--- config.mk ---
export PLATFORM = sky130hd
export DESIGN_NAME = qrs_front
export DESIGN_NICKNAME = d
export VERILOG_FILES = /design/src/hw/rtl/quadratic_root_solver_core_assert.svh /design/src/hw/rtl/qrs_pkg.sv /design/src/hw/rtl/qrs_front.sv
export SDC_FILE = /design/constraint.sdc
export NUM_CORES = 1
export LEC_CHECK = 0
export ABC_CLOCK_PERIOD_IN_PS = 6300
export BUFFER_PORTS_ARGS = -buffer_cell sky130_fd_sc_hd__buf_4
export CORE_MARGIN = 2
export CORE_UTILIZATION = 55
export CTS_BUF_LIST = sky130_fd_sc_hd__clkbuf_16
export DETAILED_ROUTE_END_ITERATION = 16
export GPL_TIMING_DRIVEN = 0
export HOLD_SLACK_MARGIN = 0.08
export MAX_ROUTING_LAYER = met4
export PLACE_DENSITY = 0.74
export SETUP_SLACK_MARGIN = 0.15
export SYNTH_ARGS = -nofsm -noshare
export SYNTH_HDL_FRONTEND = slang
export SYNTH_SLANG_ARGS = --single-unit
--- constraint.sdc ---
create_clock -name clock -period 6.3 [get_ports clock]
set_input_delay 0.63 -clock clock [delete_from_list [all_inputs] [get_ports clock]]
set_output_delay 0.63 -clock clock [all_outputs]
set_load 0.01 [all_outputs]
--- src/hw/rtl/quadratic_root_solver_core_assert.svh ---
// Assertion macros shared by the solver RTL.
`ifndef QUADRATIC_ROOT_SOLVER_CORE_ASSERT_SVH
`define QUADRATIC_ROOT_SOLVER_CORE_ASSERT_SVH

// Same-cycle implication, off while in reset.
`define QRS_ASSERT_IMP(lbl, clk, rst, ante, cons, msg) \
   lbl: assert property (@(posedge clk) disable iff (rst) (ante) |-> (cons)) \
      else $error(msg);

// Next-cycle implication, off while in reset.
`define QRS_ASSERT_NEXT(lbl, clk, rst, ante, cons, msg) \
   lbl: assert property (@(posedge clk) disable iff (rst) (ante) |=> (cons)) \
      else $error(msg);

`endif

--- src/hw/rtl/qrs_pkg.sv ---
`default_nettype none
package qrs_pkg;
   localparam int COEF_BITS_DEF = 12;
   localparam int FRAC_BITS_DEF = 16;
   localparam int OUT_BITS      = 29;
   localparam int QUEUE_DEPTH   = 4;   // power of two

   localparam logic [1:0] KIND_REAL    = 2'd0;
   localparam logic [1:0] KIND_COMPLEX = 2'd1;
   localparam logic [1:0] KIND_ERROR   = 2'd2;

   typedef struct packed {
      logic err;         // leading coefficient zero
      logic disc_neg;    // complex roots
      logic center_neg;
      logic spread_neg;
   } flags_type;

   typedef struct packed {
      logic s1_valid;
      logic s2_valid;
   } front_status_type;
endpackage
`default_nettype wire

--- src/hw/rtl/qrs_front.sv ---
`default_nettype none
module qrs_front #(
   parameter int COEF_BITS = qrs_pkg::COEF_BITS_DEF
) (
   input  wire logic                        clock,
   input  wire logic                        reset,
   input  wire logic                        accept,
   input  wire logic signed [COEF_BITS-1:0] coef_a,
   input  wire logic signed [COEF_BITS-1:0] coef_b,
   input  wire logic signed [COEF_BITS-1:0] coef_c,
   output logic                             push,
   output qrs_pkg::flags_type               flags,
   output logic [2*COEF_BITS+1:0]           abs_d,
   output logic [COEF_BITS:0]               denom,
   output logic [COEF_BITS-1:0]             abs_b,
   output qrs_pkg::front_status_type        status
);
   import qrs_pkg::*;

   localparam int DW = 2 * COEF_BITS + 2;

   logic                          s1_valid_ff;
   logic signed [COEF_BITS-1:0]   a_ff, b_ff, c_ff;

   logic                          s2_valid_ff;
   logic signed [2*COEF_BITS-1:0] bb_ff, ac_ff;
   logic                          a_zero_ff, a_neg_ff, center_neg_ff;
   logic [COEF_BITS-1:0]          abs_a_ff, abs_b_ff;

   logic signed [2*COEF_BITS-1:0] bb_in, ac_in;
   logic [COEF_BITS-1:0]          abs_a_in, abs_b_in;
   logic                          b_pos, center_neg_in;
   logic signed [DW-1:0]          disc;

   function automatic logic signed [2*COEF_BITS-1:0] coef_sq(
      input logic signed [COEF_BITS-1:0] v);
      coef_sq = v * v;
   endfunction

   // stage 2: products and signs
   always_comb begin
      bb_in         = coef_sq(b_ff);
      ac_in         = a_ff * c_ff;
      abs_a_in      = a_ff[COEF_BITS-1] ? COEF_BITS'(-a_ff) : COEF_BITS'(a_ff);
      abs_b_in      = b_ff[COEF_BITS-1] ? COEF_BITS'(-b_ff) : COEF_BITS'(b_ff);
      b_pos         = !b_ff[COEF_BITS-1] && (b_ff != '0);
      center_neg_in = (b_ff != '0) && (b_pos != a_ff[COEF_BITS-1]);
   end

   always_ff @(posedge clock) begin
      if (reset) begin
         s1_valid_ff <= 1'b0;
         s2_valid_ff <= 1'b0;
      end else begin
         s1_valid_ff <= accept;
         s2_valid_ff <= s1_valid_ff;
      end
      a_ff          <= coef_a;
      b_ff          <= coef_b;
      c_ff          <= coef_c;
      bb_ff         <= bb_in;
      ac_ff         <= ac_in;
      a_zero_ff     <= (a_ff == '0);
      a_neg_ff      <= a_ff[COEF_BITS-1];
      center_neg_ff <= center_neg_in;
      abs_a_ff      <= abs_a_in;
      abs_b_ff      <= abs_b_in;
   end

   // discriminant b*b - 4ac, exact
   always_comb begin
      disc             = DW'(bb_ff) - (DW'(ac_ff) <<< 2);
      push             = s2_valid_ff;
      flags.err        = a_zero_ff;
      flags.disc_neg   = disc[DW-1];
      flags.center_neg = center_neg_ff;
      flags.spread_neg = a_neg_ff;
      abs_d            = disc[DW-1] ? DW'(-disc) : DW'(disc);
      denom            = {abs_a_ff, 1'b0};
      abs_b            = abs_b_ff;
      status.s1_valid  = s1_valid_ff;
      status.s2_valid  = s2_valid_ff;
   end
endmodule
`default_nettype wire

==> run summary <==
Compared with the post-synthesis result, the final layout area differs by 9.90%. The clock period minus worst slack was 5.85 ns. Yosys printed 0 warnings.

The cell sitting at the root of the clock tree is a sky130_fd_sc_hd__clkbuf_16. After detailed routing, the number of vias per cell comes to 5.24. Global routing consumed, over all layers together, 23.5% of the routing resources. Area of the core region: 26700 µm². The dominant cell type by area after synthesis is sky130_fd_sc_hd__fa_1. The first TritonRoute pass finished after 5 iterations. In this run the tightest slew margin relative to its limit is 58.4%. The proportion of synthesized chip area in sequential cells was 15.0%. For this run, the leading register cell type out of synthesis is sky130_fd_sc_hd__dfxtp_1. The H-tree generated during clock tree synthesis spans 3 levels. Number of buffer and inverter instances along the worst setup path: 4.

Broken down by cell family, the worst path's largest delay share belongs to adder cells. For this run, the slowest stage of the critical path takes 0.52 ns. After synthesis the cells add up to 14800 µm².

For the final setup TNS, the log shows 0 ns. The die covers 28300 µm². The tools report the final count of pins violating max slew as 0. In the final layout, the multi-input gates occupy 11000 µm². The detailed router placed 10900 vias in this run. Pin count of the biggest net entering global routing: 20. Average wire per standard cell: 14.5 µm. The detail route stage leaves a number of antenna-violating nets equal to 0.

The largest individual stage delay along the critical path comes from the cell sky130_fd_sc_hd__fa_1. For the instance count of the mapped netlist, the log shows 1620. For the data required time at the worst endpoint, the log shows 6.58 ns.

Summed over all layers, the global routing overflow is 0. The post-synthesis register bit count came out at 111. The share of layout cells above drive strength 1 is 9.24%, and the fraction of registers with async set or reset after synthesis is 0%. The critical path is of the reg2reg type.

The congestion estimate from routability-driven global placement came to 0.890. Of all nets on the critical path, the largest fanout is 10. When the netlist entered floorplanning its net count stood at 2054.

The worst reg-to-reg setup slack was 0.45 ns. Ranked by instance count, the synthesized netlist is headed by sky130_fd_sc_hd__inv_1, sky130_fd_sc_hd__fa_1, sky130_fd_sc_hd__nand2_1. The run gives 9 as the TritonCTS buffer count. The first-iteration detailed-routing DRC count was 757; the horizontal die dimension was 168 µm. The type of element capturing the critical path is a flop.

The logs give 25800 µm for the post-DP HPWL and 111 for the total clock sinks. The effective utilization at floorplan came out at 55.5%. The area share of the largest cell type after synthesis was 35.5%; the clock latency on the worst-skew pair was 0.36 ns. Among the stages of the critical path, the cell type that occurs most often is sky130_fd_sc_hd__fa_1. The pin slew with the least headroom to its limit was 0.622 ns; the initial antenna violation count was 0. The number of hold-slack violations in the final timing report is 0. Setup repair after global routing left no endpoint under its margin. In the post-synthesis netlist, the biggest area contributors are sky130_fd_sc_hd__fa_1, sky130_fd_sc_hd__dfxtp_1, sky130_fd_sc_hd__ha_1. The tools report the number of core rows as 60.

In the routed design, unresolved DRC markers number 0. During I/O placement, the number of pins put on the boundary was 97. In this run the tool buffered the top-level ports with 95 buffer cells. The longest clock path from root to sink contains 2 buffers. The tools report the count of antenna diodes in the layout as 0. The path class of the tightest hold or removal check is in2reg. The most common cell in the netlist was sky130_fd_sc_hd__inv_1. Walking the worst path, the cells encountered are clkbuf_1, inv_1, nor2_1, fa_1, ha_1, fa_1, inv_1, fa_1, fa_1, inv_1, ha_1, nor2b_1, o21a_1, o21a_1, o21bai_1, a21o_1, a31oi_1, a211o_1, a21oi_1, xnor2_1. The share of the clock period used by the worst path came out at 92.8%. The total routed wirelength is 30100 µm, and the number of global-route vias before repair is 11300.

Timing would allow up to 171 MHz. The number of synthesized flops with an enable pin is 0, and the register cell area after layout is 2220 µm². TritonCTS built the clock tree. For the post-route clock skew, the log shows 0.0149 ns. The startpoint class of the critical path is a flop. Setup violations remaining at the end of the flow were counted as 0.

The run finished with clean final reports. Across the run, the number of max-cap violations was 0. The clock input transition at the sequential cells of the worst setup and hold paths works out to 0.08 ns. Synthesis instantiated 67 different standard cells from the library.

The post-synthesis average cell area came out at 9.15 µm². The die is 168 µm tall. The final layout contains 2160 nets. After filler insertion, the fill cell instance count of the layout stands at 2299.

The first global-routing pass estimated 52300 µm of wire. The tools report the signal arrival time at the worst endpoint as 6.13 ns.
-- metrics by stage --
step / utilization, % / hold WS, ns / area [µm²] / std cells / setup WS, ns
final: 61.0 / 0.360 / 16300 / 2072 / 0.454
after CTS: 60.8 / 0.341 / 16300 / 2072 / 0.168
after floorplan: - / 0.353 / 14800 / 1620 / 1.03
after global placement: 59.8 / 0.404 / 16000 / 2056 / 0.252
after detailed placement: 59.8 / 0.404 / 16000 / 2056 / 0.0611
after global routing: 61.0 / 0.337 / 16300 / 2072 / 0.151
-- routing by layer --
metal | track usage, % | wire [µm] | vias up
met5 | - | 0 | -
met4 | 6.18 | 690 | 0
met3 | 3.29 | 1750 | 45
met2 | 37.3 | 14500 | 271
met1 | 32.1 | 13200 | 5385
li1 | - | - | 5149
-- flip-flops by register name, summed over array words and instances (netlist names) --
| register | count |
|---|---|
| a_ff | 12 |
| b_ff | 12 |
| abs_b | 11 |
| s1_valid_ff | 1 |
| a_zero_ff | 1 |
| a_neg_ff | 1 |
| c_ff | 12 |
| bb_ff | 23 |
| ac_ff | 24 |
| center_neg_ff | 1 |
| push | 1 |
| abs_a_ff | 12 |
-- cells in the final DEF, fill, tap and decap left out, types with 3 or more instances in the layout --
master	n
sky130_fd_sc_hd__o31ai_1	9
sky130_fd_sc_hd__buf_4	103
sky130_fd_sc_hd__nand3_1	12
sky130_fd_sc_hd__nor2_1	78
sky130_fd_sc_hd__or3_1	8
sky130_fd_sc_hd__mux2i_1	4
sky130_fd_sc_hd__a21oi_1	45
sky130_fd_sc_hd__o21ai_1	8
sky130_fd_sc_hd__a31oi_1	6
sky130_fd_sc_hd__o211ai_1	4
sky130_fd_sc_hd__nand2b_1	18
sky130_fd_sc_hd__ha_1	132
sky130_fd_sc_hd__xnor2_1	77
sky130_fd_sc_hd__nor2b_1	7
sky130_fd_sc_hd__fa_1	263
sky130_fd_sc_hd__o21ai_0	26
sky130_fd_sc_hd__nand2_1	161
sky130_fd_sc_hd__dfxtp_1	111
sky130_fd_sc_hd__o41ai_1	4
sky130_fd_sc_hd__and2_1	78
sky130_fd_sc_hd__nor3_1	20
sky130_fd_sc_hd__clkbuf_1	27
sky130_fd_sc_hd__nor4_1	5
sky130_fd_sc_hd__nand3b_1	3
sky130_fd_sc_hd__inv_1	367
sky130_fd_sc_hd__o21bai_1	3
sky130_fd_sc_hd__o21a_1	6
sky130_fd_sc_hd__nand4_1	8
sky130_fd_sc_hd__and3_1	3
sky130_fd_sc_hd__a211oi_1	7
sky130_fd_sc_hd__clkbuf_16	9
sky130_fd_sc_hd__or2_2	6
sky130_fd_sc_hd__a21o_1	18
sky130_fd_sc_hd__xor2_1	30
sky130_fd_sc_hd__clkbuf_2	15
-- cell type report --
class	instances	share of cell area [%]
inverters	368	8.48
multi-input cells	1089	67.6
clock inverters	7	0.361
flip-flops and latches	111	13.6
well taps	341	2.62
repair buffers	95	4.38
plain buffers	52	1.51
clock buffers	9	1.38
-- path summary, 6_finish.rpt --
| kind | start | end | depth (start not counted) |
|---|---|---|---|
| max reg2reg | b_ff[0] | bb_ff[23] | 20 |
| max | b_ff[0] | bb_ff[23] | 20 |
| min | coef_c[9] | c_ff[9] | 1 |
| min reg2reg | b_ff[0] | bb_ff[0] | 0 |
-- what timing repair did --
| item | CTS | global route |
|---|---|---|
| buffers inserted | 0 | 0 |
| hold buffers | 0 | 0 |
| endpoints found under the setup margin | 3 | 12 |
| gates resized for setup | 1 | 33 |
-- cell families (layout without fill, tap and decap cells) --
logic type / count (synthesis) / in the layout / share of synthesized area (%)
adder cells (fa/ha/maj): 395 / 395 / 46.6
AO/OA/AOI/OAI: 164 / 164 / 7.32
flip-flops: 111 / 111 / 15.0
other: 1 / 1 / 0.0253
XOR/XNOR: 107 / 107 / 6.32
buffers and inverters: 420 / 531 / 10.9
multiplexers: 4 / 4 / 0.270
AND/OR/NAND/NOR: 418 / 418 / 13.6
Power is not shown: default switching activity piles up to over one toggle a cycle in this logic, so the estimate is an artifact.
