### config.mk
export PLATFORM = sky130hd
export DESIGN_NAME = qrs_queue
export DESIGN_NICKNAME = d
export VERILOG_FILES = /design/src/hw/rtl/qrs_pkg.sv /design/src/hw/rtl/qrs_queue.sv
export VERILOG_INCLUDE_DIRS = /design/src /design/src/hw/rtl
export SDC_FILE = /design/constraint.sdc
export NUM_CORES = 1
export LEC_CHECK = 0
export BUFFER_PORTS_ARGS = -buffer_cell sky130_fd_sc_hd__buf_2
export CAP_MARGIN = 10
export CELL_PAD_IN_SITES_DETAIL_PLACEMENT = 1
export CELL_PAD_IN_SITES_GLOBAL_PLACEMENT = 2
export CORE_AREA = 3 3 65 67
export CTS_BUF_LIST = sky130_fd_sc_hd__clkbuf_2
export CTS_CLUSTER_SIZE = 24
export DETAILED_ROUTE_END_ITERATION = 16
export DIE_AREA = 0 0 68 70
export GPL_ROUTABILITY_DRIVEN = 0
export PLACE_DENSITY_LB_ADDON = 0.1
export SLEW_MARGIN = 20
export SYNTH_ARGS = -nofsm -noshare
export SYNTH_HDL_FRONTEND = slang
export SYNTH_SLANG_ARGS = --single-unit
### constraint.sdc
create_clock -name clock -period 2.3 [get_ports clock]
set_input_delay 0.23 -clock clock [delete_from_list [all_inputs] [get_ports clock]]
set_output_delay 0.23 -clock clock [all_outputs]
set_load 0.01 [all_outputs]
### src/hw/rtl/quadratic_root_solver_core_assert.svh
// Assertion macros shared by the solver RTL.
`ifndef QUADRATIC_ROOT_SOLVER_CORE_ASSERT_SVH
`define QUADRATIC_ROOT_SOLVER_CORE_ASSERT_SVH

// Same-cycle implication, off while in reset.
`define QRS_ASSERT_IMP(lbl, clk, rst, ante, cons, msg) \
   lbl: assert property (@(posedge clk) disable iff (rst) (ante) |-> (cons)) \
      else $error(msg);

// Next-cycle implication, off while in reset.
`define QRS_ASSERT_NEXT(lbl, clk, rst, ante, cons, msg) \
   lbl: assert property (@(posedge clk) disable iff (rst) (ante) |=> (cons)) \
      else $error(msg);

`endif

### src/hw/rtl/qrs_pkg.sv
`default_nettype none
package qrs_pkg;
   localparam int COEF_BITS_DEF = 12;
   localparam int FRAC_BITS_DEF = 16;
   localparam int OUT_BITS      = 29;
   localparam int QUEUE_DEPTH   = 4;   // power of two

   localparam logic [1:0] KIND_REAL    = 2'd0;
   localparam logic [1:0] KIND_COMPLEX = 2'd1;
   localparam logic [1:0] KIND_ERROR   = 2'd2;

   typedef struct packed {
      logic err;         // leading coefficient zero
      logic disc_neg;    // complex roots
      logic center_neg;
      logic spread_neg;
   } flags_type;

   typedef struct packed {
      logic s1_valid;
      logic s2_valid;
   } front_status_type;
endpackage
`default_nettype wire

### src/hw/rtl/qrs_queue.sv
`default_nettype none
module qrs_queue #(
   parameter int WIDTH = 8,
   parameter int DEPTH = qrs_pkg::QUEUE_DEPTH
) (
   input  wire logic                       clock,
   input  wire logic                       reset,
   input  wire logic                       push,
   input  wire logic [WIDTH-1:0]           push_data,
   input  wire logic                       pop,
   output logic                            out_valid,
   output logic [WIDTH-1:0]                out_data,
   output logic [$clog2(DEPTH+1)-1:0]      count
);
   import qrs_pkg::*;

   localparam int PW = $clog2(DEPTH);
   localparam int CW = $clog2(DEPTH+1);

   logic [WIDTH-1:0] mem_ff [DEPTH];
   logic [PW-1:0]    wr_ptr_ff, rd_ptr_ff;
   logic [CW-1:0]    count_ff;

   always_ff @(posedge clock) begin
      if (reset) begin
         wr_ptr_ff <= '0;
         rd_ptr_ff <= '0;
         count_ff  <= '0;
      end else begin
         if (push) wr_ptr_ff <= wr_ptr_ff + PW'(1);
         if (pop)  rd_ptr_ff <= rd_ptr_ff + PW'(1);
         count_ff <= count_ff + CW'(push) - CW'(pop);
      end
      if (push) mem_ff[wr_ptr_ff] <= push_data;
   end

   assign out_valid = (count_ff != '0);
   assign out_data  = mem_ff[rd_ptr_ff];
   assign count     = count_ff;

`include "quadratic_root_solver_core_assert.svh"
   `QRS_ASSERT_IMP(a_q_bound, clock, reset, 1'b1, count_ff <= CW'(DEPTH), "queue overfilled")
   `QRS_ASSERT_IMP(a_q_push, clock, reset, push, (count_ff < CW'(DEPTH)) || pop, "push when full")
   `QRS_ASSERT_IMP(a_q_pop, clock, reset, pop, count_ff != '0, "pop when empty")
endmodule
`default_nettype wire

==> run metrics, run 1 <==
status completed; clock sinks 41; CTS buffer count 5; Post-CTS Resized 0; Core Region 3690 um2; fin nets 135; hold depth 1; worst vdd ir 365 uV; detailed-route DRC error count 0; Synth Warn # 0; via/cell ratio 4.75; CP Capture Type output port; Slew @ Worst Pin 0.554 ns; CP required 2.07 ns; Final Hold Viols 0; average cell area after synthesis 19.2 um2; largest net degree at the start of global routing 14; min Tclk post-route 2.07 ns; I/O Buffers 23; wire per inst 15.1 um; Final Non-Filler Cells 165; Clk pin slew, worst setup/hold paths 0.20 ns; Distinct cells, synth 18; WL final 2490 um; CP Class reg -> out; Hold Slack 0.0523 ns; Syn Inst Count 83; Post-CTS Setup Inserts 0; max-cap violation count 0; # IOs 24; DRT iter0 DRCs 27; Detailed Place HPWL 1720 um; clk root buf clkbuf_2; post-synth top area share 60.4%; Int Pwr 1.05 mW; vias 783; share of layout cells above drive strength 1 34.2%; startpoint types flip-flop; most frequent cells in the layout 32 x edfxtp_1, 23 x buf_2, 9 x dfxtp_1, 8 x mux4_2; Crit path depth 2; Finished Cell Area 1840 um2; CP max FO 8; total power 1.41 mW; PD cells 765 nW/um2; Reg-to-Reg Start count[0]; Die ar. 4760 um2; Site Rows 22; vias in the first global route 819; synthesis-stage register bit count 41; clock share of power 20.9%; Placement Setup Slack 0.522 ns; HP Class in -> reg; Hold Crit Start push_data[0]; first-pass GRT wire length 4080 um; worst path arrival time 1.84 ns; Max-slew headroom 63.0%; ranking of synthesized cells by area edfxtp_1 60%, dfxtp_1 11%, mux4_2 11%, ha_1 4.7%, and2_1 1.6%; grt ovf 0; Period Utilization, post-route 89.9%; setup TNS 0 ns; NetSw 360 uW; Area Growth Syn to Fin 15.8%; gr usage total 12.3%; slowest stage delay, CP 0.72 ns; most common cell after layout, fill and taps aside edfxtp_1; Placed Cells 152; slowest CP cell dfxtp_1; CTS tree built; power share of the combinational group 16.3%; Synth area leader edfxtp_1; R2R cell count 7; H-tree levels 2; antenna-violating nets left 0; Cell Chain, Critical Path mux4_2, buf_2; Final setup viols 0; Max clock buf depth 2; synthesized area 1590 um2; switching portion of total power 25.5%; RSZ-0062 raised after global routing no; clock skew 0.00933 ns; Initial DRT Pass Iterations 4; power share of the sequential group 62.8%; diodes inserted 0; Initial Utilization 43.1%; Worst path top cell family by delay flip-flops; fin. max-slew vios 0; CP Buf/Inv Count 1; die width 68 um; Setup WS post-layout 0.232 ns; synthesized net count 102; initial antenna violation count 0; fin util 50.0%; Die Height 70 um; clk_lat worst skew 0.38 ns; Pleak 0.687 nW; instance area at placement 1750 um2; sequential element share of the synthesized area 71.7%; f_max 0.484 GHz
-- power by group through the flow --
stage,clock (mW),sequential [mW],combinational (mW)
global placement,0,0.902,0.222
global route,0.342,0.895,0.256
CTS,0.320,0.888,0.233
finish,0.294,0.886,0.231
detailed placement,0,0.904,0.228
floorplan,0,0.893,0.154
-- synthesized netlist by cell type --
library cell	number
xor3_1	1
a21bo_2	1
nand3b_1	1
fa_1	1
dfxtp_1	9
a21oi_1	1
ha_1	6
mux4_2	8
xnor2_1	2
edfxtp_1	32
nor2b_1	2
clkbuf_2	1
mux2i_1	1
nor2_1	5
and2_1	4
buf_6	1
inv_1	6
or3_1	1
-- final timing paths --
kind,to,slack [ns]
worst max register to register,count[2],0.51
worst min register to register,rd_ptr_ff[1],0.57
worst min-delay path,mem_ff[2][0],0.05
worst max-delay path,out_data[3],0.23
-- state kept, by name, summed over array words and instances (netlist names), named ones only --
name	count
wr_ptr_ff	2
rd_ptr_ff	2
mem_ff	32
count	3
-- routing by layer --
layer  GRT usage, %  share of wire, %
met5              0                 0
met4           7.28               2.6
met3           4.66               5.7
met2           19.3                51
met1           14.0                41
-- logic make-up after synthesis --
logic type / after synthesis / share of synthesized area [%]
adder cells (fa/ha/maj): 7 / 5.97
AND/OR/NAND/NOR: 13 / 4.40
multiplexers: 9 / 11.9
flip-flops: 41 / 71.7
buffers and inverters: 8 / 2.44
XOR/XNOR: 3 / 2.59
AO/OA/AOI/OAI: 2 / 0.943
-- cell type report --
| type | count | area, um2 |
|---|---|---|
| fill | 378 | 1850 |
| sequential | 41 | 1140 |
| multi-input combinational | 34 | 412 |
| timing repair buffer | 28 | 165 |
| tap | 48 | 60.1 |
| clock buffer | 5 | 25.0 |
| inverter | 6 | 22.5 |
| clock inverter | 3 | 17.5 |
-- repair_timing --
action	CTS	global route
endpoints found under the setup margin	0	0
hold buffers	3	2
endpoints found under the hold margin	11	5
No activity file was read; power rests on OpenSTA's default activity.
==> run 2, diff against run 1 <==
- BUFFER_PORTS_ARGS: -buffer_cell sky130_fd_sc_hd__buf_2 -> -buffer_cell sky130_fd_sc_hd__clkbuf_2
==> run metrics, run 2 (synthesis gave the netlist of run 1 again) <==
DRT iter0 DRCs 26; CP Buf/Inv Count 1; CTS buffer count 5; Max-slew headroom 62.9%; fin nets 130; area of the multi-input gates 412 um2; Final Non-Filler Cells 160; Slew @ Worst Pin 0.555 ns; Reg-to-Reg Start count[0]; fill count 372; CTS tree built; share of layout cells above drive strength 1 35.7%; Detailed Place HPWL 1720 um; H-tree levels 2; worst vdd ir 335 uV; # IOs 24; Worst Hold Endpoint mem_ff[2][3]; Die Height 70 um; sequential cell area 1140 um2; initial antenna violation count 0; vias in the first global route 815; largest net degree at the start of global routing 14; antenna-violating nets left 0; Final setup viols 0; most frequent cells in the layout 32 x edfxtp_1, 28 x clkbuf_2, 9 x dfxtp_1, 8 x mux4_2; Setup WS post-layout 0.245 ns; HP Class in -> reg; setup TNS 0 ns; wire per inst 15.0 um; Placement Setup Slack 0.545 ns; Die ar. 4760 um2; PD cells 784 nW/um2; hold depth 1; CP max FO 8; CP Class reg -> out; Hold Crit Start push_data[3]; first-pass GRT wire length 4130 um; max-cap violation count 0; clk root buf clkbuf_2; Clk pin slew, worst setup/hold paths 0.20 ns; detailed-route DRC error count 0; die width 68 um; f_max 0.487 GHz; max reg flops 32; clock sinks 41; Initial DRT Pass Iterations 2; gr usage total 12.2%; most common cell after layout, fill and taps aside edfxtp_1; grt ovf 0; status completed; Placed Cells 152; Worst path top cell family by delay flip-flops; CP Capture Type output port; CP required 2.07 ns; via/cell ratio 4.71; Final Hold Viols 0; worst reg2reg setup slack 0.51 ns; vias 753; Max clock buf depth 2; Cell Chain, Critical Path mux4_2, clkbuf_2; worst path arrival time 1.83 ns; clk_lat worst skew 0.37 ns; min Tclk post-route 2.06 ns; Area Growth Syn to Fin 12.7%; I/O Buffers 23; largest reg by FF count mem_ff; Post-CTS Setup Inserts 0; Pleak 0.670 nW; WL final 2390 um; slowest stage delay, CP 0.72 ns; Period Utilization, post-route 89.4%; Site Rows 22; hold_buf cts 0; clock skew 0.00672 ns; R2R cell count 7; fin. max-slew vios 0; RSZ-0062 raised after global routing no; Initial Utilization 43.1%; Core Region 3690 um2; Post-CTS Resized 0; reg2reg end count[2]; startpoint types flip-flop; total power 1.41 mW; diodes inserted 0; slowest CP cell dfxtp_1
run 2: how the worst max path moves through the flow:
stage	start	endpoint	slack, ns	cells past startpoint
6_report	flip-flop	out_data[3]	0.24	2
5_1_grt	flip-flop	out_data[3]	0.07	2
4_1_cts	flip-flop	out_data[3]	0.18	2
3_5_place_dp	count[0]	count[2]	0.54	7
3_3_place_gp	pop	count[2]	0.59	7
2_1_floorplan	count[0]	count[2]	0.56	7
run 2: metal layers:
layer / share of wire [%] / GRT usage [%] / wire (um)
met3: 4.8 / 3.70 / 115
met5: 0 / 0 / 0
met2: 54 / 19.5 / 1280
met1: 40 / 14.2 / 948
met4: 2.0 / 6.62 / 47
run 2: layout make-up:
type	instances	share of cell area (%)
Clock inverter	3	0.977
Sequential cell	41	63.6
Inverter	6	1.26
Tap cell	48	3.35
Clock buffer	5	1.40
Timing Repair Buffer	23	6.42
Multi-Input combinational cell	34	23.0
run 2: power breakdown:
part | internal [mW] | total (mW) | switching (mW)
sequential | 0.851 | 0.887 | 0.0369
combinational | 0.122 | 0.223 | 0.100
clock | 0.0711 | 0.296 | 0.225
run 2: worst register-to-register path, stage by stage (launching register included):
cell and delay (ns):
dfxtp_1 0.40, inv_1 0.05, ha_1 0.26, inv_1 0.04, ha_1 0.19, fa_1 0.38, xor3_1 0.35, nor2_1 0.08
run 2: through the flow:
step	area (um2)	hold slack [ns]	utilization, %
2_1_floorplan	1590	0.302	-
3_3_place_gp	1750	0.445	47.5
4_1_cts	1790	0.0153	48.6
5_1_grt	1790	0.00242	48.6
3_5_place_dp	1750	0.450	47.5
6_report	1790	0.0473	48.6
==> run 3, diff against run 2 <==
- ABC_AREA: unset -> 1
- CORE_AREA: 3 3 65 67 -> 3 3 71 73
- DIE_AREA: 0 0 68 70 -> 0 0 74 76
==> run metrics, run 3 <==
top post-synthesis cells by count 32 x edfxtp_1, 32 x inv_1, 24 x nand2_1, 13 x a21oi_1, 10 x o21ai_0; post-synth top area share 56.1%; average cell area after synthesis 11.6 um2; Area Growth Syn to Fin 10.7%; Initial DRT Pass Iterations 4; diodes inserted 0; detailed-route DRC error count 0; largest reg by FF count mem_ff; fin nets 194; clock sinks 41; sequential element share of the synthesized area 66.6%; CP max FO 16; min Tclk post-route 1.80 ns; clock skew 0.0105 ns; CP Capture Type output port; ranking of synthesized cells by area edfxtp_1 56%, dfxtp_1 11%, inv_1 7.0%, nand2_1 5.3%, ha_1 4.4%; synthesized net count 167; worst vdd ir 255 uV; Detailed Place HPWL 2190 um; share of layout cells above drive strength 1 17.6%; status completed; Syn Inst Count 148; Max-slew headroom 59.0%; max-cap violation count 0; vias in the first global route 1132; largest net degree at the start of global routing 33; vias 1052; fin util 43.0%; Initial Utilization 38.8%; Final Hold Viols 0; wire per inst 13.0 um; RSZ-0062 raised after global routing no; setup TNS 0 ns; CTS tree built; CP required 2.07 ns; ys async rst share 0%; antenna-violating nets left 0; most frequent cells in the layout 32 x inv_1, 32 x edfxtp_1, 28 x clkbuf_2, 24 x nand2_1, 13 x a21oi_1; DRT iter0 DRCs 77; PD cells 719 nW/um2; Clk pin slew, worst setup/hold paths 0.18 ns; H-tree levels 2; Max clock buf depth 2; clk root buf clkbuf_2; # IOs 24; synthesized area 1710 um2; total power 1.36 mW; die width 74 um; synthesis-stage register bit count 41; Placement Setup Slack 0.726 ns; Pleak 0.826 nW; Setup WS post-layout 0.496 ns; Hold Slack 0.0609 ns; CP Class reg -> out; Period Utilization, post-route 78.4%; Site Rows 24; clk_lat worst skew 0.36 ns; worst path arrival time 1.57 ns; Post-CTS Setup Inserts 0; Final setup viols 0; Die Height 76 um; fin. max-slew vios 0; first-pass GRT wire length 5090 um; max reg flops 32; number of flops mapped to enable cells by yosys 32; Synth Warn # 0; Die ar. 5620 um2; via/cell ratio 4.61; I/O Buffers 23; startpoint types flip-flop; HP Class in -> reg; initial antenna violation count 0; grt ovf 0; Core Region 4410 um2; Top FF cell, synth edfxtp_1; Slew @ Worst Pin 0.613 ns; WL final 2960 um; Distinct cells, synth 15; CTS buffer count 5; Synth area leader edfxtp_1; gr usage total 12.1%; f_max 0.554 GHz
[run 3: cell count changes after synthesis, moves of 3 or more]
cell	previous run	this run
nand2_1	0	24
o211ai_1	0	8
buf_6	1	4
a21oi_1	1	13
inv_1	6	32
mux4_2	8	0
and2_1	4	0
o21ai_0	0	10
[run 3: logic make-up after synthesis]
logic type	after synthesis	share of synthesized area, %
AOI/OAI and AO/OA	34	11.3
adders and majority gates	7	5.55
buffers and inverters	37	10.1
DFF	41	66.6
and+or+nand+nor	29	6.50
[run 3: path summary, 6_finish.rpt]
kind                 from           end  slack, ns  depth (start not counted)
max             flip-flop   out_data[5]       0.50                          3
min reg2reg  rd_ptr_ff[1]     flip-flop       0.49                          2
min          push_data[0]  mem_ff[0][0]       0.06                          1
max reg2reg      count[0]      count[2]       0.71                          8
[run 3: what timing repair did]
item	4_1_cts	5_1_grt
hold endpoints to repair	2	0
hold buffers	1	0
endpoints found under the setup margin	0	0
gates resized for setup	0	0
[run 3: area by class of cell]
| type | instances | area [um2] |
|---|---|---|
| clock inverter | 3 | 12.5 |
| timing repair buffer | 25 | 133 |
| multi-input combinational | 70 | 400 |
| clock buffer | 5 | 25.0 |
| tap | 52 | 65.1 |
| sequential | 41 | 1140 |
| inverter | 32 | 120 |
| fill | 510 | 2520 |
[run 3: worst max-delay path, cell delays in order (launching register included)]
cell      delay, ns
dfxtp_1        0.75
o211ai_1       0.19
nand2_1        0.13
clkbuf_2       0.14
[run 3: power by group]
part / switching, mW / total (mW) / internal [mW]
Combinational: 0.138 / 0.222 / 0.0842
Sequential: 0.0267 / 0.871 / 0.845
Clock: 0.203 / 0.270 / 0.0666
Total: 0.368 / 1.36 / 0.996
[run 3: through the flow]
step | area, um2 | instances
after global routing | 1900 | 228
after global placement | 1850 | 219
final | 1900 | 228
after detailed placement | 1850 | 219
after floorplan | 1710 | 148
after CTS | 1900 | 228
[run 3: metal layers]
| layer | vias up | share of wire (%) | track usage (%) |
|---|---|---|---|
| met2 | 19 | 56 | 20.8 |
| met5 | - | 0 | 0 |
| met1 | 491 | 38 | 13.1 |
| met4 | 0 | 0.64 | 6.52 |
| li1 | 540 | - | - |
| met3 | 2 | 5.0 | 3.17 |
